--- config.mk ---
export PLATFORM = sky130hd
export DESIGN_NAME = tcp_port_tag_rewriter_flat
export DESIGN_NICKNAME = d
export VERILOG_FILES = /design/src/rtl/core/tptr_pkg.sv /design/src/rtl/core/tptr_ifs.sv /design/src/rtl/core/tptr_front.sv /design/src/rtl/core/tptr_queue.sv /design/src/rtl/core/tptr_back.sv /design/src/rtl/core/tcp_port_tag_rewriter.sv /design/src/flat_wrapper.sv
export SDC_FILE = /design/constraint.sdc
export NUM_CORES = 1
export LEC_CHECK = 0
export BUFFER_PORTS_ARGS = -buffer_cell sky130_fd_sc_hd__buf_2
export CAP_MARGIN = 20
export CORE_MARGIN = 3
export CORE_UTILIZATION = 60
export DETAILED_ROUTE_END_ITERATION = 7
export PLACE_DENSITY = 0.77
export SLEW_MARGIN = 30
export SYNTH_ARGS = -nofsm -noshare
export SYNTH_HDL_FRONTEND = slang
export SYNTH_SLANG_ARGS = --single-unit
--- constraint.sdc ---
create_clock -name clock -period 8.8 [get_ports clock]
set_input_delay 1.76 -clock clock [delete_from_list [all_inputs] [get_ports clock]]
set_output_delay 1.76 -clock clock [all_outputs]
set_load 0.03 [all_outputs]
--- src/rtl/core/tptr_pkg.sv ---
// tptr_pkg: shared types, register codes, parse offsets and reset values
// for the TCP port tag rewriter. No dependencies; every other file uses it.

package tptr_pkg;

   // Widths fixed by the frame format and the register map
   localparam int BYTE_W    = 8;
   localparam int PORT_W    = 16;
   localparam int TAG_W     = 4;
   localparam int VERDICT_W = 2;
   localparam int CSR_IDX_W = 2;
   localparam int CSR_DAT_W = 16;
   localparam int OFF_W     = 7;

   // Default depth of the delay line and of the overflow queue
   localparam int HOLD_DEFAULT  = 20;
   localparam int QUEUE_DEFAULT = 4;

   // Register indexes
   localparam logic [CSR_IDX_W-1:0] CSR_MODE_POP     = 2'd0;
   localparam logic [CSR_IDX_W-1:0] CSR_FLOW_TAG     = 2'd1;
   localparam logic [CSR_IDX_W-1:0] CSR_SERVICE_PORT = 2'd2;
   localparam logic [CSR_IDX_W-1:0] CSR_TUNNEL_PORT  = 2'd3;

   // Register reset values
   localparam logic              MODE_POP_RST     = 1'b0;
   localparam logic [TAG_W-1:0]  FLOW_TAG_RST     = 4'h1;
   localparam logic [PORT_W-1:0] SERVICE_PORT_RST = 16'd8080;
   localparam logic [PORT_W-1:0] TUNNEL_PORT_RST  = 16'd80;

   // Verdict codes
   localparam logic [VERDICT_W-1:0] VERDICT_PASS    = 2'd0;
   localparam logic [VERDICT_W-1:0] VERDICT_REWRITE = 2'd1;
   localparam logic [VERDICT_W-1:0] VERDICT_DROP    = 2'd2;

   // Action decided ahead of the end of the TCP header
   localparam logic [1:0] ACT_NONE    = 2'd0;
   localparam logic [1:0] ACT_REWRITE = 2'd1;
   localparam logic [1:0] ACT_DROP    = 2'd2;

   // Frame offsets and header values
   localparam logic [OFF_W-1:0]  OFF_ETYPE_LO  = 7'd13;
   localparam logic [OFF_W-1:0]  OFF_IHL       = 7'd14;
   localparam logic [OFF_W-1:0]  OFF_PROTO     = 7'd23;
   localparam logic [OFF_W-1:0]  ETH_HDR_LEN   = 7'd14;
   localparam logic [BYTE_W-1:0] ETYPE_IPV4_HI = 8'h08;
   localparam logic [BYTE_W-1:0] ETYPE_IPV4_LO = 8'h00;
   localparam logic [3:0]        IHL_MIN       = 4'd5;
   localparam logic [BYTE_W-1:0] PROTO_TCP     = 8'd6;

   // Offsets within the TCP header
   localparam logic [OFF_W-1:0] REL_PORT_HI = 7'd2;
   localparam logic [OFF_W-1:0] REL_PORT_LO = 7'd3;
   localparam logic [OFF_W-1:0] REL_W12_HI  = 7'd12;
   localparam logic [OFF_W-1:0] REL_W12_LO  = 7'd13;
   localparam logic [OFF_W-1:0] REL_PREP    = 7'd14;
   localparam logic [OFF_W-1:0] REL_FOLD    = 7'd15;
   localparam logic [OFF_W-1:0] REL_CSUM_HI = 7'd16;
   localparam logic [OFF_W-1:0] REL_CSUM_LO = 7'd17;
   localparam logic [OFF_W-1:0] REL_CSUM_AD = 7'd18;
   localparam logic [OFF_W-1:0] REL_LAST    = 7'd19;
   localparam int               TCP_LAST    = 19;

   typedef struct packed {
      logic              mode_pop;
      logic [TAG_W-1:0]  flow_tag;
      logic [PORT_W-1:0] service_port;
      logic [PORT_W-1:0] tunnel_port;
   } cfg_type;

   typedef struct packed {
      logic eth_ip;
      logic ihl_ok;
      logic tcp;
      logic rewrote;
      logic drop;
   } flags_type;

   typedef struct packed {
      logic drain_busy;
      logic queue_full;
   } stat_type;

   typedef struct packed {
      logic              push;
      logic [BYTE_W-1:0] data;
   } push_type;

   typedef struct packed {
      logic              avail;
      logic [BYTE_W-1:0] data;
   } qhead_type;

   typedef struct packed {
      logic                 load;
      logic [VERDICT_W-1:0] verdict;
   } flush_type;

endpackage

--- src/rtl/core/tptr_ifs.sv ---
// tptr_ifs: valid/ready channel interfaces for frame words in, rewritten
// words out and register writes. Depends on tptr_pkg for widths.

interface tptr_req_if;
   logic                        valid;
   logic                        ready;
   logic [tptr_pkg::BYTE_W-1:0] in_byte;
   logic                        in_last;
   modport source (output valid, output in_byte, output in_last, input ready);
   modport sink (input valid, input in_byte, input in_last, output ready);
endinterface

interface tptr_rsp_if;
   logic                           valid;
   logic                           ready;
   logic [tptr_pkg::BYTE_W-1:0]    out_byte;
   logic                           out_last;
   logic [tptr_pkg::VERDICT_W-1:0] verdict;
   modport source (output valid, output out_byte, output out_last, output verdict,
                   input ready);
   modport sink (input valid, input out_byte, input out_last, input verdict,
                 output ready);
endinterface

interface tptr_csr_if;
   logic                           valid;
   logic                           ready;
   logic [tptr_pkg::CSR_IDX_W-1:0] reg_index;
   logic [tptr_pkg::CSR_DAT_W-1:0] wdata;
   modport source (output valid, output reg_index, output wdata, input ready);
   modport sink (input valid, input reg_index, input wdata, output ready);
endinterface

--- src/rtl/core/tptr_front.sv ---
// tptr_front: accepts frame words, parses the headers, keeps the delay line
// and patches it. Depends on tptr_pkg and tptr_ifs.

module tptr_front #(
   parameter int HOLD = tptr_pkg::HOLD_DEFAULT
) (
   input  logic                                  clock,
   input  logic                                  reset,
   input  tptr_pkg::cfg_type                     cfg,
   input  tptr_pkg::stat_type                    stat,
   tptr_req_if.sink                              req,
   output tptr_pkg::push_type                    qpush,
   output tptr_pkg::flush_type                   flush,
   output logic [HOLD-1:0][tptr_pkg::BYTE_W-1:0] flush_bytes,
   output logic [$clog2(HOLD+1)-1:0]             flush_cnt
);

   localparam int CW      = $clog2(HOLD + 1);
   localparam int PORT_HI = HOLD - 1 - (tptr_pkg::TCP_LAST - 2);
   localparam int PORT_LO = HOLD - 1 - (tptr_pkg::TCP_LAST - 3);
   localparam int W12_HI  = HOLD - 1 - (tptr_pkg::TCP_LAST - 12);
   localparam int W12_LO  = HOLD - 1 - (tptr_pkg::TCP_LAST - 13);
   localparam int CSUM_HI = HOLD - 1 - (tptr_pkg::TCP_LAST - 16);
   localparam int CSUM_LO = HOLD - 1 - (tptr_pkg::TCP_LAST - 17);

   logic [HOLD-1:0][7:0] line_ff, line_in, shifted, patched;
   logic [CW-1:0]        cnt_ff, cnt_in;
   logic [6:0]           off_ff, off_in, rel, tcp_base_ff, tcp_base_in;
   tptr_pkg::flags_type  flags_ff, flags_in, flags_next;
   logic [15:0]          port_ff, port_in, w12_ff, w12_in, csum_ff, csum_in;
   logic [15:0]          new_port_ff, new_port_in, new_w12_ff, new_w12_in;
   logic [15:0]          np, nw, f2;
   logic [1:0]           act_ff, act_in, act;
   logic [16:0]          s_port_ff, s_port_in, s_w12_ff, s_w12_in;
   logic [16:0]          delta_ff, delta_in, f1;
   logic [17:0]          csum_sum_ff, csum_sum_in, sum18;
   logic                 line_full, accept, at_decide, do_rewrite, do_drop;

   always_comb begin
      line_full = (cnt_ff == CW'(HOLD));
      req.ready = !((line_full && (stat.queue_full || stat.drain_busy)) ||
                    (req.in_last && stat.drain_busy));
      accept    = req.valid && req.ready;
      rel       = off_ff - tcp_base_ff;

      // action and replacement words, from the captured port and word 12
      np  = cfg.tunnel_port;
      nw  = {w12_ff[15:12], cfg.flow_tag, w12_ff[7:0]};
      act = (port_ff == cfg.service_port) ? tptr_pkg::ACT_REWRITE : tptr_pkg::ACT_NONE;
      if (cfg.mode_pop) begin
         np = cfg.service_port;
         nw = w12_ff;
         if (port_ff != cfg.tunnel_port || w12_ff[11:8] == 4'd0) begin
            act = tptr_pkg::ACT_NONE;
         end else if (w12_ff[11:8] != cfg.flow_tag) begin
            act = tptr_pkg::ACT_DROP;
         end else begin
            act = tptr_pkg::ACT_REWRITE;
         end
      end

      sum18 = 18'(s_port_ff) + 18'(s_w12_ff);
      f1    = 17'(csum_sum_ff[15:0]) + 17'(csum_sum_ff[17:16]);
      f2    = f1[15:0] + 16'(f1[16]);

      at_decide  = flags_ff.tcp && (rel == tptr_pkg::REL_LAST);
      do_rewrite = at_decide && (act_ff == tptr_pkg::ACT_REWRITE);
      do_drop    = at_decide && (act_ff == tptr_pkg::ACT_DROP);

      // shift the line down, newest word on top, then patch the TCP header
      shifted = {req.in_byte, line_ff[HOLD-1:1]};
      patched = shifted;
      if (do_rewrite) begin
         patched[PORT_HI] = new_port_ff[15:8];
         patched[PORT_LO] = new_port_ff[7:0];
         patched[W12_HI]  = new_w12_ff[15:8];
         patched[W12_LO]  = new_w12_ff[7:0];
         patched[CSUM_HI] = ~f2[15:8];
         patched[CSUM_LO] = ~f2[7:0];
      end

      flags_next = flags_ff;
      if (off_ff == tptr_pkg::OFF_ETYPE_LO && line_ff[HOLD-1] == tptr_pkg::ETYPE_IPV4_HI &&
          req.in_byte == tptr_pkg::ETYPE_IPV4_LO) begin
         flags_next.eth_ip = 1'b1;
      end
      if (off_ff == tptr_pkg::OFF_IHL && flags_ff.eth_ip &&
          req.in_byte[3:0] >= tptr_pkg::IHL_MIN) begin
         flags_next.ihl_ok = 1'b1;
      end
      if (off_ff == tptr_pkg::OFF_PROTO && flags_ff.ihl_ok &&
          req.in_byte == tptr_pkg::PROTO_TCP) begin
         flags_next.tcp = 1'b1;
      end
      flags_next.rewrote = flags_ff.rewrote || do_rewrite;
      flags_next.drop    = flags_ff.drop || do_drop;

      flush.load    = accept && req.in_last;
      flush.verdict = flags_next.drop    ? tptr_pkg::VERDICT_DROP :
                      flags_next.rewrote ? tptr_pkg::VERDICT_REWRITE :
                                           tptr_pkg::VERDICT_PASS;
      flush_bytes   = patched;
      flush_cnt     = line_full ? CW'(HOLD) : cnt_ff + 1'b1;

      qpush.push = accept && line_full;
      qpush.data = line_ff[0];

      // next state
      line_in     = line_ff;
      cnt_in      = cnt_ff;
      off_in      = off_ff;
      flags_in    = flags_ff;
      tcp_base_in = tcp_base_ff;
      port_in     = port_ff;
      w12_in      = w12_ff;
      csum_in     = csum_ff;
      new_port_in = new_port_ff;
      new_w12_in  = new_w12_ff;
      act_in      = act_ff;
      s_port_in   = s_port_ff;
      s_w12_in    = s_w12_ff;
      delta_in    = delta_ff;
      csum_sum_in = csum_sum_ff;
      if (accept) begin
         line_in = patched;
         if (req.in_last) begin
            cnt_in   = '0;
            off_in   = '0;
            flags_in = '0;
         end else begin
            cnt_in   = flush_cnt;
            off_in   = (off_ff == '1) ? off_ff : off_ff + 1'b1;
            flags_in = flags_next;
         end
         if (off_ff == tptr_pkg::OFF_IHL) begin
            tcp_base_in = tptr_pkg::ETH_HDR_LEN + {1'b0, req.in_byte[3:0], 2'b00};
         end
         case (rel)
            tptr_pkg::REL_PORT_HI: port_in[15:8] = req.in_byte;
            tptr_pkg::REL_PORT_LO: port_in[7:0]  = req.in_byte;
            tptr_pkg::REL_W12_HI:  w12_in[15:8]  = req.in_byte;
            tptr_pkg::REL_W12_LO:  w12_in[7:0]   = req.in_byte;
            tptr_pkg::REL_PREP: begin
               act_in      = act;
               new_port_in = np;
               new_w12_in  = nw;
               s_port_in   = {1'b0, ~port_ff} + {1'b0, np};
               s_w12_in    = {1'b0, ~w12_ff} + {1'b0, nw};
            end
            tptr_pkg::REL_FOLD:    delta_in = 17'(sum18[15:0]) + 17'(sum18[17:16]);
            tptr_pkg::REL_CSUM_HI: csum_in[15:8] = req.in_byte;
            tptr_pkg::REL_CSUM_LO: csum_in[7:0]  = req.in_byte;
            tptr_pkg::REL_CSUM_AD: csum_sum_in = {2'b00, ~csum_ff} + {1'b0, delta_ff};
            default: ;
         endcase
      end
   end

   always_ff @(posedge clock) begin
      if (reset) begin
         cnt_ff      <= '0;
         off_ff      <= '0;
         flags_ff    <= '0;
         tcp_base_ff <= '0;
         act_ff      <= tptr_pkg::ACT_NONE;
      end else begin
         cnt_ff      <= cnt_in;
         off_ff      <= off_in;
         flags_ff    <= flags_in;
         tcp_base_ff <= tcp_base_in;
         act_ff      <= act_in;
      end
   end

   always_ff @(posedge clock) begin
      line_ff     <= line_in;
      port_ff     <= port_in;
      w12_ff      <= w12_in;
      csum_ff     <= csum_in;
      new_port_ff <= new_port_in;
      new_w12_ff  <= new_w12_in;
      s_port_ff   <= s_port_in;
      s_w12_ff    <= s_w12_in;
      delta_ff    <= delta_in;
      csum_sum_ff <= csum_sum_in;
   end

endmodule

--- src/rtl/core/tptr_queue.sv ---
// tptr_queue: short FIFO of words pushed out of the delay line while a
// frame streams. Depends on tptr_pkg.

module tptr_queue #(
   parameter int DEPTH = tptr_pkg::QUEUE_DEFAULT
) (
   input  logic                clock,
   input  logic                reset,
   input  tptr_pkg::push_type  qpush,
   input  logic                pop,
   output tptr_pkg::qhead_type qhead,
   output logic                full
);

   localparam int AW = $clog2(DEPTH);
   localparam int NW = $clog2(DEPTH + 1);

   logic [tptr_pkg::BYTE_W-1:0] mem_ff [DEPTH];
   logic [AW-1:0]               wr_ptr_ff, wr_ptr_in, rd_ptr_ff, rd_ptr_in;
   logic [NW-1:0]               count_ff, count_in;

   always_comb begin
      qhead.avail = (count_ff != '0);
      qhead.data  = mem_ff[rd_ptr_ff];
      full        = (count_ff == NW'(DEPTH));
      wr_ptr_in   = wr_ptr_ff;
      rd_ptr_in   = rd_ptr_ff;
      count_in    = count_ff;
      if (qpush.push) begin
         wr_ptr_in = (wr_ptr_ff == AW'(DEPTH - 1)) ? '0 : wr_ptr_ff + 1'b1;
      end
      if (pop) begin
         rd_ptr_in = (rd_ptr_ff == AW'(DEPTH - 1)) ? '0 : rd_ptr_ff + 1'b1;
      end
      if (qpush.push && !pop) begin
         count_in = count_ff + 1'b1;
      end else if (pop && !qpush.push) begin
         count_in = count_ff - 1'b1;
      end
   end

   always_ff @(posedge clock) begin
      if (reset) begin
         wr_ptr_ff <= '0;
         rd_ptr_ff <= '0;
         count_ff  <= '0;
      end else begin
         wr_ptr_ff <= wr_ptr_in;
         rd_ptr_ff <= rd_ptr_in;
         count_ff  <= count_in;
      end
   end

   always_ff @(posedge clock) begin
      if (qpush.push) begin
         mem_ff[wr_ptr_ff] <= qpush.data;
      end
   end

endmodule

--- src/rtl/core/tptr_back.sv ---
// tptr_back: drain bank for the held words of a finished frame and the
// registered output stage. Depends on tptr_pkg and tptr_ifs.

module tptr_back #(
   parameter int HOLD = tptr_pkg::HOLD_DEFAULT
) (
   input  logic                                  clock,
   input  logic                                  reset,
   input  tptr_pkg::qhead_type                   qhead,
   input  tptr_pkg::flush_type                   flush,
   input  logic [HOLD-1:0][tptr_pkg::BYTE_W-1:0] flush_bytes,
   input  logic [$clog2(HOLD+1)-1:0]             flush_cnt,
   output logic                                  pop,
   output logic                                  drain_busy,
   tptr_rsp_if.source                            rsp
);

   localparam int CW = $clog2(HOLD + 1);
   localparam int IW = $clog2(HOLD);

   logic [HOLD-1:0][7:0] drain_ff, drain_in;
   logic [CW-1:0]        dcnt_ff, dcnt_in;
   logic [1:0]           dverdict_ff, dverdict_in;
   logic [IW-1:0]        rd_idx;
   logic                 out_valid_ff, out_valid_in, out_last_ff, out_last_in;
   logic [7:0]           out_byte_ff, out_byte_in;
   logic [1:0]           out_verdict_ff, out_verdict_in;
   logic                 take, from_d;

   always_comb begin
      drain_busy = (dcnt_ff != '0);
      rd_idx     = IW'(CW'(HOLD) - dcnt_ff);
      take       = !out_valid_ff || rsp.ready;
      // queued words are older than anything in the drain bank
      pop        = take && qhead.avail;
      from_d     = take && !qhead.avail && drain_busy;

      drain_in    = drain_ff;
      dcnt_in     = dcnt_ff;
      dverdict_in = dverdict_ff;
      if (flush.load) begin
         drain_in    = flush_bytes;
         dcnt_in     = flush_cnt;
         dverdict_in = flush.verdict;
      end else if (from_d) begin
         dcnt_in = dcnt_ff - 1'b1;
      end

      out_valid_in   = out_valid_ff && !rsp.ready;
      out_byte_in    = out_byte_ff;
      out_last_in    = out_last_ff;
      out_verdict_in = out_verdict_ff;
      if (pop) begin
         out_valid_in   = 1'b1;
         out_byte_in    = qhead.data;
         out_last_in    = 1'b0;
         out_verdict_in = tptr_pkg::VERDICT_PASS;
      end else if (from_d) begin
         out_valid_in   = 1'b1;
         out_byte_in    = drain_ff[rd_idx];
         out_last_in    = (dcnt_ff == CW'(1));
         out_verdict_in = (dcnt_ff == CW'(1)) ? dverdict_ff : tptr_pkg::VERDICT_PASS;
      end

      rsp.valid    = out_valid_ff;
      rsp.out_byte = out_byte_ff;
      rsp.out_last = out_last_ff;
      rsp.verdict  = out_verdict_ff;
   end

   always_ff @(posedge clock) begin
      if (reset) begin
         dcnt_ff      <= '0;
         out_valid_ff <= 1'b0;
      end else begin
         dcnt_ff      <= dcnt_in;
         out_valid_ff <= out_valid_in;
      end
   end

   always_ff @(posedge clock) begin
      drain_ff       <= drain_in;
      dverdict_ff    <= dverdict_in;
      out_byte_ff    <= out_byte_in;
      out_last_ff    <= out_last_in;
      out_verdict_ff <= out_verdict_in;
   end

endmodule

--- src/rtl/core/tcp_port_tag_rewriter.sv ---
// tcp_port_tag_rewriter: top level; register file, front parser, overflow
// queue and drain/output stage. Depends on tptr_pkg, tptr_ifs and submodules.
//
//   channel   dir  handshake     word
//   req_chan  in   valid/ready   in_byte[7:0], in_last
//   rsp_chan  out  valid/ready   out_byte[7:0], out_last, verdict[1:0]
//   csr_chan  in   valid/ready   reg_index[1:0], wdata[15:0]  (ready always high)
//
// One frame word is taken per cycle while req_chan does not stall, and one
// result word leaves per cycle while rsp_chan is ready. A word sits in the
// HOLD-deep delay line until HOLD newer words arrive or its frame ends. A frame
// end copies the delay line into the drain bank, which empties, as rsp_chan
// allows, behind the overflow queue; req_chan stalls only when the delay line
// is full and that bank is not empty or the queue is full, or when a frame ends
// before that bank is empty. Reset is synchronous; there is no clearing pass.

module tcp_port_tag_rewriter #(
   parameter int HOLD  = tptr_pkg::HOLD_DEFAULT,
   parameter int QUEUE = tptr_pkg::QUEUE_DEFAULT
) (
   input  logic       clock,
   input  logic       reset,
   tptr_req_if.sink   req_chan,
   tptr_rsp_if.source rsp_chan,
   tptr_csr_if.sink   csr_chan
);

   localparam int CW = $clog2(HOLD + 1);

   tptr_pkg::cfg_type    cfg_ff, cfg_in;
   tptr_pkg::stat_type   stat;
   tptr_pkg::push_type   qpush;
   tptr_pkg::qhead_type  qhead;
   tptr_pkg::flush_type  flush;
   logic [HOLD-1:0][7:0] flush_bytes;
   logic [CW-1:0]        flush_cnt;
   logic                 pop, drain_busy, queue_full;

   // Register writes: always taken, one register a word
   assign csr_chan.ready = 1'b1;

   always_comb begin
      cfg_in = cfg_ff;
      if (csr_chan.valid) begin
         case (csr_chan.reg_index)
            tptr_pkg::CSR_MODE_POP:     cfg_in.mode_pop     = csr_chan.wdata[0];
            tptr_pkg::CSR_FLOW_TAG:     cfg_in.flow_tag     = csr_chan.wdata[3:0];
            tptr_pkg::CSR_SERVICE_PORT: cfg_in.service_port = csr_chan.wdata;
            tptr_pkg::CSR_TUNNEL_PORT:  cfg_in.tunnel_port  = csr_chan.wdata;
            default: ;
         endcase
      end
   end

   always_ff @(posedge clock) begin
      if (reset) begin
         cfg_ff.mode_pop     <= tptr_pkg::MODE_POP_RST;
         cfg_ff.flow_tag     <= tptr_pkg::FLOW_TAG_RST;
         cfg_ff.service_port <= tptr_pkg::SERVICE_PORT_RST;
         cfg_ff.tunnel_port  <= tptr_pkg::TUNNEL_PORT_RST;
      end else begin
         cfg_ff <= cfg_in;
      end
   end

   // Status seen by the front: hold off overflow and frame ends while busy
   assign stat.drain_busy = drain_busy;
   assign stat.queue_full = queue_full;

   tptr_front #(.HOLD(HOLD)) u_front (
      .clock       (clock),
      .reset       (reset),
      .cfg         (cfg_ff),
      .stat        (stat),
      .req         (req_chan),
      .qpush       (qpush),
      .flush       (flush),
      .flush_bytes (flush_bytes),
      .flush_cnt   (flush_cnt)
   );

   tptr_queue #(.DEPTH(QUEUE)) u_queue (
      .clock (clock),
      .reset (reset),
      .qpush (qpush),
      .pop   (pop),
      .qhead (qhead),
      .full  (queue_full)
   );

   tptr_back #(.HOLD(HOLD)) u_back (
      .clock       (clock),
      .reset       (reset),
      .qhead       (qhead),
      .flush       (flush),
      .flush_bytes (flush_bytes),
      .flush_cnt   (flush_cnt),
      .pop         (pop),
      .drain_busy  (drain_busy),
      .rsp         (rsp_chan)
   );

`ifndef NO_ASSERTIONS
   // The drain bank is loaded only when it has emptied
   a_drain_idle: assert property (@(posedge clock) disable iff (reset)
      flush.load |-> !stat.drain_busy)
      else $error("drain bank loaded while still draining");

   // The overflow queue is never pushed while full
   a_queue_room: assert property (@(posedge clock) disable iff (reset)
      qpush.push |-> !stat.queue_full)
      else $error("overflow queue pushed while full");

   // A verdict other than pass comes only with the final word of a frame
   a_verdict_last: assert property (@(posedge clock) disable iff (reset)
      rsp_chan.valid && !rsp_chan.out_last |-> rsp_chan.verdict == tptr_pkg::VERDICT_PASS)
      else $error("verdict on a word that is not the last");
`endif

endmodule

--- src/flat_wrapper.sv ---
// flat-port wrapper written by rule: the top's interface ports become plain ports
module tcp_port_tag_rewriter_flat 
#(
   parameter int HOLD  = tptr_pkg::HOLD_DEFAULT,
   parameter int QUEUE = tptr_pkg::QUEUE_DEFAULT
)
  (clock, reset, req_chan_valid, req_chan_in_byte, req_chan_in_last, req_chan_ready, rsp_chan_valid, rsp_chan_out_byte, rsp_chan_out_last, rsp_chan_verdict, rsp_chan_ready, csr_chan_valid, csr_chan_reg_index, csr_chan_wdata, csr_chan_ready);
  tptr_req_if req_chan_i ();
  tptr_rsp_if rsp_chan_i ();
  tptr_csr_if csr_chan_i ();
  input  logic clock;
  input  logic reset;
  input wire logic [$bits(req_chan_i.valid)-1:0] req_chan_valid;
  input wire logic [$bits(req_chan_i.in_byte)-1:0] req_chan_in_byte;
  input wire logic [$bits(req_chan_i.in_last)-1:0] req_chan_in_last;
  output wire logic [$bits(req_chan_i.ready)-1:0] req_chan_ready;
  output wire logic [$bits(rsp_chan_i.valid)-1:0] rsp_chan_valid;
  output wire logic [$bits(rsp_chan_i.out_byte)-1:0] rsp_chan_out_byte;
  output wire logic [$bits(rsp_chan_i.out_last)-1:0] rsp_chan_out_last;
  output wire logic [$bits(rsp_chan_i.verdict)-1:0] rsp_chan_verdict;
  input wire logic [$bits(rsp_chan_i.ready)-1:0] rsp_chan_ready;
  input wire logic [$bits(csr_chan_i.valid)-1:0] csr_chan_valid;
  input wire logic [$bits(csr_chan_i.reg_index)-1:0] csr_chan_reg_index;
  input wire logic [$bits(csr_chan_i.wdata)-1:0] csr_chan_wdata;
  output wire logic [$bits(csr_chan_i.ready)-1:0] csr_chan_ready;
  assign req_chan_i.valid = req_chan_valid;
  assign req_chan_i.in_byte = req_chan_in_byte;
  assign req_chan_i.in_last = req_chan_in_last;
  assign req_chan_ready = req_chan_i.ready;
  assign rsp_chan_valid = rsp_chan_i.valid;
  assign rsp_chan_out_byte = rsp_chan_i.out_byte;
  assign rsp_chan_out_last = rsp_chan_i.out_last;
  assign rsp_chan_verdict = rsp_chan_i.verdict;
  assign rsp_chan_i.ready = rsp_chan_ready;
  assign csr_chan_i.valid = csr_chan_valid;
  assign csr_chan_i.reg_index = csr_chan_reg_index;
  assign csr_chan_i.wdata = csr_chan_wdata;
  assign csr_chan_ready = csr_chan_i.ready;
  tcp_port_tag_rewriter #(.HOLD(HOLD), .QUEUE(QUEUE)) u_core (.clock(clock), .reset(reset), .req_chan(req_chan_i), .rsp_chan(rsp_chan_i), .csr_chan(csr_chan_i));
endmodule
; ---- After elaboration in Yosys (flattened, before gate mapping)
; Memory sizes are Yosys's and may differ from the RTL's. A register that Yosys moved wholly into a read port is not among the register bits.
; Index checks and enable logic that the tools add are counted.
[op_classes]
n_eq_ne = 30
add_sub_neg = 17
n_mux = 35
reduce_logical = 61
n_bitwise = 5
n_lt_le_gt_ge = 2
[op_table]
columns = operator, count
row1 = $mux 16, 4
row2 = $not 16->16, 3
row3 = $eq 7x4->1 const B, 6
row4 = $bmux 8 s5, 1
row5 = $reduce_and 2->1, 18
row6 = $eq 7x5->1 const B, 5
row7 = $add 16x16->17, 2
row8 = $add 16x2->17, 2
row9 = $mux 5, 5
row10 = $mux 8, 3
row11 = $logic_and 1x1->1, 20
row12 = $add 16x17->18, 1
row13 = $add 17x17->18, 1
row14 = $add 16x1->16, 1
row15 = $eq 16x16->1, 1
row16 = $mux 2, 8
row17 = $ne 16x16->1, 1
row18 = $not 8->8, 2
row19 = $eq 7x2->1 const B, 2
row20 = $mux 7, 2
row21 = $mux 12, 1
row22 = $reduce_bool 2->1, 6
row23 = $eq 2x2->1 const B, 5
row24 = $mux 1, 9
row25 = 28 further kinds, 41
[word_totals]
ff_bits = 558
inputBits = 32
memories = 1
ram_bits = 32
[mem_list]
columns = memory, words, word_bits, rd, rd_ports_with_merged_regs, write_ports, line
row1 = u_core.u_queue.mem_ff, 4, 8, 1, 1, 1, tptr_queue.sv:18  ; logic [tptr_pkg::BYTE_W-1:0] mem_ff [DEPTH];

; ---- Logic depth before layout (Yosys ltp)
; Gate-level depths: netlist (run 1).
[logic_depth]
depth_word = 11
depth_mapped = 19
ltp_nobuf = 17

; ---- Cells and area by module
; Synthesis (run 1) repeated with hierarchy kept, for this count alone.
[unflattened]
hier_cells = 1879
hier_area_um2 = 26245.2
[by_module_without_submodules]
columns = mod, cells_each, instances, area_per_inst_um2
row1 = tptr_front, 1290, 1, 16035.4
row2 = tptr_back, 351, 1, 7066.8
row3 = tptr_queue, 86, 1, 1599.0
row4 = tcp_port_tag_rewriter, 152, 1, 1544.0

; ---- Worst setup path before layout (run 1)
; Ideal clock, no wire load.
[synth_path]
path_type = register to register
start = reg u_core.u_back.dcnt_ff[0]
end = reg u_core.u_front.csum_sum_ff[0] (enable)
required_ns = 8.384
setup_time_ns = 0.416
stages_incl_launch_ff = 15
t_arrival_ns = 6.238
path_slack_ns = 2.146
path_buffers = 5
cell_sequence = dfxtp_1 buf_4 buf_2 buf_2 buf_2 inv_1 ha_1 or4b_4 a31oi_1 or2_2 nand2_2 inv_2 buf_2 nand4_1 nor3_1
[synth_via]
elab_chain_cells = 7
[synth_lines]
columns = element, line
row1 = from (decl), tptr_back.sv:22  ; logic [CW-1:0] dcnt_ff, dcnt_in;
row2 = from (signal assigned), tptr_back.sv:76  ; dcnt_ff <= dcnt_in;
row3 = $reduce_bool 5->1 (*), tptr_back.sv:31  ; drain_busy = (dcnt_ff != '0);
row4 = $logic_or 1x1->1, tptr_front.sv:41  ; req.ready = !((line_full && (stat.queue_full || stat.drain_busy)) ||
row5 = $logic_and 1x1->1, tptr_front.sv:41
row6 = $logic_or 1x1->1 (*), tptr_front.sv:41
row7 = $logic_not 1->1 (*), tptr_front.sv:41
row8 = via req_chan_ready, flat_wrapper.sv:16  ; output wire logic [$bits(req_chan_i.ready)-1:0] req_chan_ready;
row9 = $logic_and 1x1->1 (*), tptr_front.sv:43  ; accept = req.valid && req.ready;
row10 = via u_core.u_front.accept, tptr_front.sv:37  ; logic line_full, accept, at_decide, do_rewrite, do_drop;
row11 = $reduce_and 2->1 (no line) (*), n/a
row12 = to (signal assigned), tptr_front.sv:185  ; csum_sum_ff <= csum_sum_in;
row13 = to (decl), tptr_front.sv:36  ; logic [17:0] csum_sum_ff, csum_sum_in, sum18;
; The timed path passes the listed nets; every way through them passes the cells marked *.
; A chain may end at the register's enable or synchronous reset.

; ---- Worst setup path after layout (run 1)
[layout_path]
start = reg u_core.u_back.dcnt_ff[0]
end = out req_chan_ready
[layout_via]
elab_chain_cells = 5
[layout_lines]
columns = element, line
row1 = $reduce_bool 5->1 (*), tptr_back.sv:31
row2 = $logic_or 1x1->1, tptr_front.sv:41
row3 = $logic_and 1x1->1, tptr_front.sv:41
row4 = $logic_or 1x1->1 (*), tptr_front.sv:41
row5 = $logic_not 1->1 (*), tptr_front.sv:41
row6 = to (decl), flat_wrapper.sv:16
; Every way passes the cells marked *; elsewhere a longest branch is shown, timed or not.

==> impl_results.md, run 1 <==
- Simple logic cell fraction of the synthesized area: 8.76%
- I/O pins: 46
- Htree depth: 2
- Largest family of logic cells by synthesized area: simple AND/OR/NAND/NOR gates
- Synth warn: 0
- Ant diodes: 0
- Number of global-route vias before repair: 14,489
- Post-CTS Setup Inserts: 0
- Hold depth: 0
- Slowest stage delay, CP: 0.48 ns
- Slew @ Worst Pin: 0.859 ns
- Hold Crit Class: flip-flop to flip-flop
- Antenna-violating nets left: 0
- First-pass GRT wire length: 82,600 um
- Slew Limit Fails: 0
- Mux cell area share after synthesis: 7.66%
- WL/cell: 22.4 um
- Register area share after synthesis: 66.0%
- DPL Wire Length: 35,400 um
- WP data required: 7.04 ns
- Area share of the largest cell type after synthesis: 59.6%
- Cell area after synthesis: 25,300 um^2
- RSZ-0062 raised after global routing: false
- Most common cell after layout, fill and taps aside: edfxtp_1
- PortBufs: 44
- Site row count: 74
- Post-synthesis async set-or-reset flop share: 0%
- Met3 Track Usage GR: 4.02%
- Number of setup violations in the final report: 0
- DR iter-0 viols: 1,262
- Critical path class: flip-flop to primary output
- GR Util met1: 33.3%
- Worst Path Arrival: 2.67 ns
- CP max stage cell: or4b_4
- Clock Latency Late Sink: 0.61 ns
- Yosys cell types: 77
- Main flop type after synthesis: edfxtp_1
- Clock period minus worst slack: 4.43 ns
- Max VDD drop: 0.206 mV
- Clk buf depth: 3
- FMAX: 0.226 GHz
- Synth Area per Inst: 14.5 um^2
- Clock root buffer: clkbuf_16
- Mapped Cells: 1,749
- Synthesized net count: 1,864
- Cell accounting for the most synthesized area: edfxtp_1
- Tot GR Track Use: 24.3%
- Main area contributors after synthesis: edfxtp_1 (60%), dfxtp_1 (6.3%), mux4_2 (4.3%)
- Grt ovf: 0
- Die area: 44,600 um^2
- Reg2reg start: u_core.u_back.dcnt_ff[0]
- Seq cells post-synth: 582
- Die width: 211 um
- Vias: 14,559
- Setup TNS: 0 ns
- Leakage: 0.0101 uW
- Busiest grt layer: met2
- Post-route DRC: 0
- Setup crit end kind: primary output
- Worst-path cell chain: buf_4 -> inv_1 -> ha_2 -> or4b_4 -> a31oi_1 -> or2_2 -> buf_2
- Nets: 1,926
- Height of the die: 211 um
- Post-CTS sizing: 0
- Largest net degree at the start of global routing: 84
- Number of max-cap violations: 0
- CTS Sinks: 582
- CTS buffer count: 55
- RePlAce Congestion: 0.870
- Hold Violations, Final: 0
- Worst Hold Launch: u_core.u_front.w12_ff[7]
- Clock-pin slew on the worst setup and hold paths: 0.06 ns
- Via density: 6.10
- Final worst path period share: 50.4%
- Post-cts hold buffer count: 0
- Antenna violations before repair: 0
- Total power per unit cell area: 266 nW/um^2
- Area Growth Syn to Fin: 11.0%
- Area fraction in compound gates after synthesis: 6.77%
- Status: finished clean
- Worst Path Max Fanout: 18
- Core Footprint: 41,200 um^2
- Initial core utilization: 61.3%
- Final Skew: 0.0114 ns
- Total Power: 7470 uW
- Share of cells above drive strength 1: 15.1%
- Total wire length: 53,500 um
- Commonest cells after routing, fill and taps aside: edfxtp_1 (502), nand2_1 (139), a21oi_1 (96)
- CP Launch Type: flip-flop
- Crit path launch: u_core.u_back.dcnt_ff[0]
- Post-synth EDFFs: 502
- XOR/XNOR Fraction of Synth Area: 4.19%
- Slew HR: 42.7%
- Met2 usage: 40.6%
- CTS tree: done
- 1st-pass router iterations: 7
- Worst R2R Path Depth: 11
- Area share of fa/ha/maj cells after synthesis: 4.35%
## critical path, delay by kind of cell, from the launching register on
family | cells | cell delay [ns]
AO/OA/AOI/OAI | 1 | 0.26
adder cells (fa/ha/maj) | 1 | 0.24
buffers and inverters | 3 | 0.58
flip-flops | 1 | 0.31
AND/OR/NAND/NOR | 2 | 0.66
## kinds of logic (layout without fill, tap and decap cells)
family	count (synthesis)	count (layout)
adder cells (fa/ha/maj)	83	83
AND/OR/NAND/NOR	432	432
multiplexers	121	121
buffers and inverters	138	245
other	1	1
XOR/XNOR	121	121
flip-flops	582	582
AO/OA/AOI/OAI	271	271
## report_power, final
part | total (uW) | internal, uW | switching [uW]
Sequential | 3740 | 3540 | 190
Clock | 2570 | 1550 | 1020
Combinational | 1160 | 446 | 717
## synth_stat cells, drive strengths merged, types with 4 or more instances
cell      n
or3      11
o31ai     5
a21oi    96
o21ai    61
buf      26
a211oi   29
nand2   140
or2       8
nand4    18
xnor2    66
a31oi    13
dfxtp    80
inv      84
edfxtp  502
mux2     51
o2111a    4
o21a     13
nor3b     7
nand3b   18
and2     14
nor4     18
nand3    23
mux2i    22
a21o     24
clkbuf   28
mux4     48
nor2     83
xor2     55
nand2b   11
fa        8
nor3     28
and3     13
nor2b    19
ha       75
## state kept, by name, summed over array words and instances, names as in the netlist, 3 cells and up, named ones only
signal	count
u_core.u_front.flush_bytes	104
u_core.u_front.s_w12_ff	8
u_core.u_back.dcnt_ff	5
u_core.u_front.csum_sum_ff	18
u_core.u_front.qpush	8
u_core.u_queue.mem_ff	32
u_core.u_front.cnt_ff	5
u_core.u_front.new_w12_ff	16
u_core.u_front.w12_ff	16
u_core.u_front.line_ff	48
u_core.u_front.csum_ff	16
u_core.u_front.delta_ff	17
u_core.u_front.flags_ff	5
u_core.u_front.port_ff	16
u_core.u_front.off_ff	7
u_core.u_front.new_port_ff	16
u_core.u_front.s_port_ff	17
u_core.u_back.drain_ff	160
u_core.u_back.rsp.out_byte	8
u_core.cfg_ff	37
u_core.u_queue.count_ff	3
u_core.u_front.tcp_base_ff	6
## worst paths after layout
check	slack (ns)	to
worst max-delay path	4.37	req_chan_ready
worst min-delay path	0.42	u_core.u_front.new_w12_ff[7]
worst max register to register	4.39	u_core.u_front.csum_sum_ff[14]
worst min register to register	0.42	u_core.u_front.new_w12_ff[7]
## final cells by class
type | instances | area [um^2]
Fill cell | 2702 | 13100
Timing Repair Buffer | 59 | 357
Clock inverter | 39 | 552
Sequential cell | 582 | 16700
Inverter | 84 | 323
Clock buffer | 63 | 1430
Tap cell | 532 | 666
Multi-Input combinational cell | 1029 | 8070
## metrics by stage
step / worst slack (ns) / area (um^2) / std cells / util, % / hold slack [ns]
finish: 4.37 / 28100 / 2388 / 68.1 / 0.421
global route: 4.10 / 28100 / 2388 / 68.1 / 0.422
CTS: 4.07 / 28000 / 2387 / 68.0 / 0.419
detailed placement: 4.08 / 26100 / 2285 / 63.2 / 0.405
global placement: 3.95 / 26000 / 2285 / 63.2 / 0.405
floorplan: 2.15 / 25300 / 1749 / - / 0.400
## routing by layer
metal  wire length, um  vias up
met2             26200      478
met3              3400       98
met5                 0        -
li1                  -     6691
met1             22200     7292
met4              1580        0
Power figures use the tool's default switching activity.
==> inputs of run 2 (changes only) <==
clock period = 4.1 ns   (was 8.8 ns; I/O delays follow)
==> run 2 against run 1 <==
Sequential share of layout area decreased by 0.25 points. Critical path depth is 9 higher. Non-clock buffer count is 17 higher. Combinational power grew 120%. Clock-buffer cell count rose by 11. Via count decreased by 1.0%. Clock skew up 0.0065 ns. First-iteration DRC count grew 32%. Sequential power is 110% higher. Cell area increased by 0.41%. Wire length decreased by 0.71%. Cell count increased by 0.80%. Highest routed layer is now met5.
==> impl_results.md, run 2 (synthesized netlist as in run 1, its figures left out) <==
- Commonest cells after routing, fill and taps aside: edfxtp_1 (502), nand2_1 (139), a21oi_1 (96)
- Antenna-violating nets left: 0
- Worst reg-to-reg setup slack: 0.21 ns
- Grt ovf: 0
- Final worst path period share: 94.8%
- FMAX: 0.257 GHz
- Slew @ Worst Pin: 1.10 ns
- DR iter-0 viols: 1,668
- Status: finished clean
- Clock Latency Late Sink: 0.62 ns
- CP Launch Type: flip-flop
- WL/cell: 22.0 um
- Post-cts hold buffer count: 0
- 1st-pass router iterations: 6
- Clock-pin slew on the worst setup and hold paths: 0.07 ns
- Hold Crit Class: flip-flop to flip-flop
- Total power per unit cell area: 563 nW/um^2
- Via density: 5.99
- Design Area, Final: 28,200 um^2
- Number of max-cap violations: 0
- CP dominant cell by count: inv_1
- Tot GR Track Use: 24.2%
- Hold Violations, Final: 0
- Largest register FFs: 160
- Initial core utilization: 61.3%
- Leakage: 0.0101 uW
- Die area: 44,600 um^2
- Setup crit end kind: flip-flop
- Vias: 14,412
- Reg2reg end: u_core.u_front.delta_ff[6]
- Clock period minus worst slack: 3.89 ns
- Reg2reg start: u_core.u_front.s_port_ff[0]
- Slew HR: 27.0%
- Total wire length: 53,100 um
- Ant diodes: 0
- Clk buf depth: 3
- CP Buf/Inv Count: 3
- Final Skew: 0.0179 ns
- Number of global-route vias before repair: 14,472
- Fill cell count: 2,698
- Worst Path Max Fanout: 7
- Share of cells above drive strength 1: 15.6%
- I/O pins: 46
- RSZ-0062 raised after global routing: false
- Setup TNS: 0 ns
- Hold depth: 0
- Slowest stage delay, CP: 0.50 ns
- PortBufs: 44
- CTS buffer count: 56
- Worst-path cell chain: inv_1 -> ha_2 -> or4b_4 -> o2111ai_2 -> a31oi_1 -> o21ai_0 -> nand2b_1 -> a21oi_1 -> xnor2_1 -> ha_1 -> inv_1 -> fa_1 -> buf_4 -> or3_1 -> o41ai_1 -> xor2_1
- CP max stage cell: or4b_4
- Antenna violations before repair: 2
- First-pass GRT wire length: 82,500 um
- Critical path class: flip-flop to flip-flop
- CTS Sinks: 582
- Max VDD drop: 0.364 mV
- Reg with most FFs: u_core.u_back.drain_ff
- Crit-path leading delay family: simple AND/OR/NAND/NOR gates
- Site row count: 74
- Placed Area: 26,200 um^2
- Worst Hold Launch: u_core.u_front.w12_ff[5]
- Worst Path Arrival: 4.23 ns
- RePlAce Congestion: 0.856
- WP data required: 4.45 ns
- DPL Wire Length: 35,100 um
- Clock root buffer: clkbuf_16
- Worst Hold Path EP: u_core.u_front.new_w12_ff[5]
- Die width: 211 um
- CTS tree: done
- Htree depth: 2
- Number of setup violations in the final report: 0
- Core Footprint: 41,200 um^2
- Worst R2R Path Depth: 16
- Post-route DRC: 0
- Height of the die: 211 um
- Largest net degree at the start of global routing: 168
- Most common cell after layout, fill and taps aside: edfxtp_1
- Nets: 1,944
- Slew Limit Fails: 0
- Area Growth Syn to Fin: 11.5%
-- run 2: what timing repair did --
| action | 4_1_cts | 5_1_grt |
|---|---|---|
| gates resized for setup | 0 | 1 |
| setup endpoints to repair | 0 | 3 |
| setup buffers | 0 | 1 |
| hold endpoints to repair | 0 | 0 |
-- run 2: worst reg2reg max path: stages, from the launching register on --
cell and delay [ns]:
edfxtp_1 0.44, inv_1 0.11, ha_2 0.23, or4b_4 0.50
o2111ai_2 0.23, a31oi_1 0.10, o21ai_0 0.20, nand2b_1 0.08
a21oi_1 0.17, xnor2_1 0.15, ha_1 0.20, inv_1 0.05
fa_1 0.42, buf_4 0.18, or3_1 0.37, o41ai_1 0.08
xor2_1 0.11
-- run 2: per-stage QoR --
| step | utilization [%] | total power [uW] | hold slack [ns] | worst slack [ns] | std cells |
|---|---|---|---|---|---|
| 6_report | 68.4 | 15900 | 0.422 | 0.215 | 2407 |
| 5_1_grt | 68.4 | 16500 | 0.429 | 0.0235 | 2407 |
| 4_1_cts | 68.4 | 16000 | 0.399 | 0.115 | 2406 |
| 3_5_place_dp | 63.7 | 10600 | 0.405 | 0.135 | 2302 |
| 3_3_place_gp | 63.7 | 10500 | 0.400 | 0.205 | 2302 |
| 2_1_floorplan | - | 9710 | 0.400 | 0.0262 | 1749 |
-- run 2: how the worst max path moves through the flow --
stage | cells after the start | startpoint | end
after floorplan | 14 | u_core.u_back.dcnt_ff[0] | u_core.u_front.csum_sum_ff[0]
after global placement | 16 | u_core.u_front.s_port_ff[0] | u_core.u_front.delta_ff[14]
after detailed placement | 16 | u_core.u_front.s_port_ff[0] | u_core.u_front.delta_ff[14]
after CTS | 16 | u_core.u_front.s_port_ff[0] | u_core.u_front.delta_ff[14]
after global routing | 16 | u_core.u_front.s_port_ff[0] | u_core.u_front.delta_ff[14]
final | 16 | u_core.u_front.s_port_ff[0] | u_core.u_front.delta_ff[6]
-- run 2: metal layers --
metal  routed length (um)  vias to the layer above  global-route usage (%)
li1                     -                     6728                       -
met1                22300                     7182                    33.4
met2                26000                      409                    39.9
met3                 3100                       91                    3.89
met4                 1660                        2                    8.13
met5                   17                        -                       0
-- run 2: power by group --
group / internal [uW] / switching [uW] / total (uW)
clock: 3140 / 2210 / 5340
sequential: 7610 / 398 / 8010
combinational: 975 / 1540 / 2520
-- run 2: final cells by class --
| class | count | area (um^2) | share of cell area, % |
|---|---|---|---|
| timing repair buffer | 76 | 514 | 1.82 |
| clock inverter | 30 | 415 | 1.47 |
| clock buffer | 74 | 1520 | 5.40 |
| multi-input combinational | 1029 | 8070 | 28.6 |
| inverter | 84 | 324 | 1.15 |
| sequential | 582 | 16700 | 59.2 |
| tap | 532 | 666 | 2.36 |
==> inputs of run 3 (changes only) <==
CELL_PAD_IN_SITES_DETAIL_PLACEMENT = 0   (was default)
CELL_PAD_IN_SITES_GLOBAL_PLACEMENT = 1   (was default)
CORE_UTILIZATION = 57   (was 60)
PLACE_DENSITY = default   (was 0.77)
PLACE_DENSITY_LB_ADDON = 0.1   (was default)
clock period = 4.51 ns   (was 4.1 ns; I/O delays follow)
==> run 3 against run 2 <==
Core utilization shrank 3.5 points. Critical path type unchanged. First-iteration DRC count shrank 31%. Global-route usage is 1.7 points lower. Largest cell class unchanged. Highest routed layer is now met4. Setup slack gained 0.21 ns. Critical path depth is the same. Non-clock buffer count shrank 7.
==> impl_results.md, run 3 (synthesized netlist as in run 1, its figures left out) <==
- Worst R2R Path Depth: 16
- DR iter-0 viols: 1,158
- Max VDD drop: 0.323 mV
- Clock Latency Late Sink: 0.61 ns
- Number of global-route vias before repair: 14,237
- Cell-internal power: 10,700 uW
- Final worst path period share: 90.6%
- Ant diodes: 0
- WL/cell: 21.2 um
- Post-cts hold buffer count: 0
- Clock share of power: 33.9%
- Post-route DRC: 0
- Total power per unit cell area: 511 nW/um^2
- WP data required: 4.86 ns
- Largest register FFs: 160
- 1st-pass router iterations: 5
- Grt ovf: 0
- CTS tree: done
- Site row count: 76
- Sw Share: 25.8%
- Clock period minus worst slack: 4.09 ns
- First-pass GRT wire length: 81,300 um
- Area Growth Syn to Fin: 11.5%
- CTS Sinks: 582
- Net Sw Power: 3720 uW
- Worst Path Arrival: 4.44 ns
- Height of the die: 217 um
- Most common cell after layout, fill and taps aside: edfxtp_1
- Leakage: 0.0101 uW
- Number of max-cap violations: 0
- Tot GR Track Use: 22.5%
- Worst setup path end: u_core.u_front.delta_ff[14]
- Fill cell count: 3,201
- Htree depth: 2
- Share of cells above drive strength 1: 15.5%
- Slew Limit Fails: 0
- Reg2reg end: u_core.u_front.delta_ff[14]
- Antenna-violating nets left: 0
- Total Power: 14,400 uW
- Slew @ Worst Pin: 0.947 ns
- CP Launch Type: flip-flop
- Number of setup violations in the final report: 0
- Die area: 46,900 um^2
- Via density: 5.79
- Reg with most FFs: u_core.u_back.drain_ff
- Setup TNS: 0 ns
- Total wire length: 52,000 um
- Slew HR: 36.8%
- I/O pins: 46
- Slowest stage delay, CP: 0.54 ns
- Worst-path cell chain: inv_1 -> ha_1 -> or4b_4 -> o2111ai_2 -> a31oi_1 -> o21ai_0 -> nand2b_1 -> a21oi_1 -> xnor2_1 -> ha_1 -> inv_1 -> fa_1 -> nor4_4 -> and2_1 -> o2111ai_1 -> xnor2_1
- Final Skew: 0.0127 ns
- Largest net degree at the start of global routing: 161
- Critical path class: flip-flop to flip-flop
- Gate power share: 15.7%
- Hold Violations, Final: 0
- Status: finished clean
- CTS buffer count: 58
- Crit path launch: u_core.u_front.s_port_ff[0]
- Clk buf depth: 3
- DPL Wire Length: 35,600 um
- PortBufs: 44
- Core Footprint: 43,500 um^2
- Flop pwr share: 50.5%
- RSZ-0062 raised after global routing: false
- Clock root buffer: clkbuf_16
- Worst reg-to-reg setup slack: 0.42 ns
- Die width: 217 um
- Initial core utilization: 58.2%
- CP max stage cell: or4b_4
- Setup crit end kind: flip-flop
- Worst Path Max Fanout: 7
- Antenna violations before repair: 1
- RePlAce Congestion: 0.875
- Nets: 1,939
- Clock-pin slew on the worst setup and hold paths: 0.06 ns
- FMAX: 0.245 GHz
- Reg2reg start: u_core.u_front.s_port_ff[0]
- Commonest cells after routing, fill and taps aside: edfxtp_1 (502), nand2_1 (139), a21oi_1 (95)
- Vias: 14,233
- Hold Crit Class: flip-flop to flip-flop
[run 3: cell types whose count changed in the layout (fill, tap and decap cells not counted), sizes merged]
cell      delta
clkinv       +3
buf          -7
clkinvlp     +1
[run 3: cell type report]
cell class | count | area, um^2 | area share [%]
Clock buffer | 74 | 1540 | 5.47
Tap cell | 585 | 732 | 2.60
Timing Repair Buffer | 69 | 449 | 1.59
Clock inverter | 34 | 403 | 1.43
Sequential cell | 582 | 16700 | 59.2
Inverter | 84 | 320 | 1.14
Multi-Input combinational cell | 1029 | 8060 | 28.6
[run 3: power groups by stage]
stage / Combinational (uW) / Clock (uW) / Sequential (uW)
after floorplan: 1510 / 0 / 7300
after global placement: 2260 / 0 / 7330
after detailed placement: 2280 / 0 / 7370
after CTS: 2300 / 4990 / 7280
after global routing: 2450 / 5200 / 7350
final: 2260 / 4880 / 7270
[run 3: metal layers]
layer / part of all wire (%) / GRT usage [%] / vias up
li1: - / - / 6720
met1: 44 / 30.9 / 7095
met2: 49 / 37.0 / 325
met3: 4.7 / 3.25 / 93
met4: 3.2 / 8.23 / 0
met5: 0 / 0 / -
[run 3: worst max-delay path, delay by kind of cell (launching register included)]
kind | cells | cell delay [ns]
compound gates | 5 | 0.87
xor+xnor | 2 | 0.34
fa+ha+maj | 3 | 0.95
buf+inv | 2 | 0.19
flops | 1 | 0.44
simple gates | 4 | 1.05
[run 3: per-stage QoR]
stage	area (um^2)	std cells	util [%]	hold WS, ns	setup slack [ns]
3_3_place_gp	26200	2348	60.3	0.401	0.392
3_5_place_dp	26200	2348	60.4	0.405	0.268
2_1_floorplan	25300	1749	-	0.400	0.0192
4_1_cts	28200	2456	64.8	0.419	0.258
6_report	28200	2457	64.9	0.418	0.424
5_1_grt	28200	2457	64.9	0.421	0.0739
[run 3: repair_timing]
item,in CTS,in global routing
setup buffers,0,1
gates resized for setup,0,1
endpoints found under the setup margin,0,2
[run 3: how the worst min path moves through the flow]
stage                                    startpoint                             to  slack, ns  depth (start not counted)
after floorplan            u_core.u_front.w12_ff[0]   u_core.u_front.new_w12_ff[0]       0.40                          0
after global placement     u_core.u_front.w12_ff[3]   u_core.u_front.new_w12_ff[3]       0.40                          0
after detailed placement  u_core.u_front.w12_ff[15]  u_core.u_front.new_w12_ff[15]       0.40                          0
after CTS                 u_core.u_front.w12_ff[15]  u_core.u_front.new_w12_ff[15]       0.42                          0
after global routing       u_core.u_front.w12_ff[0]   u_core.u_front.new_w12_ff[0]       0.42                          0
final                      u_core.u_front.w12_ff[4]   u_core.u_front.new_w12_ff[4]       0.42                          0
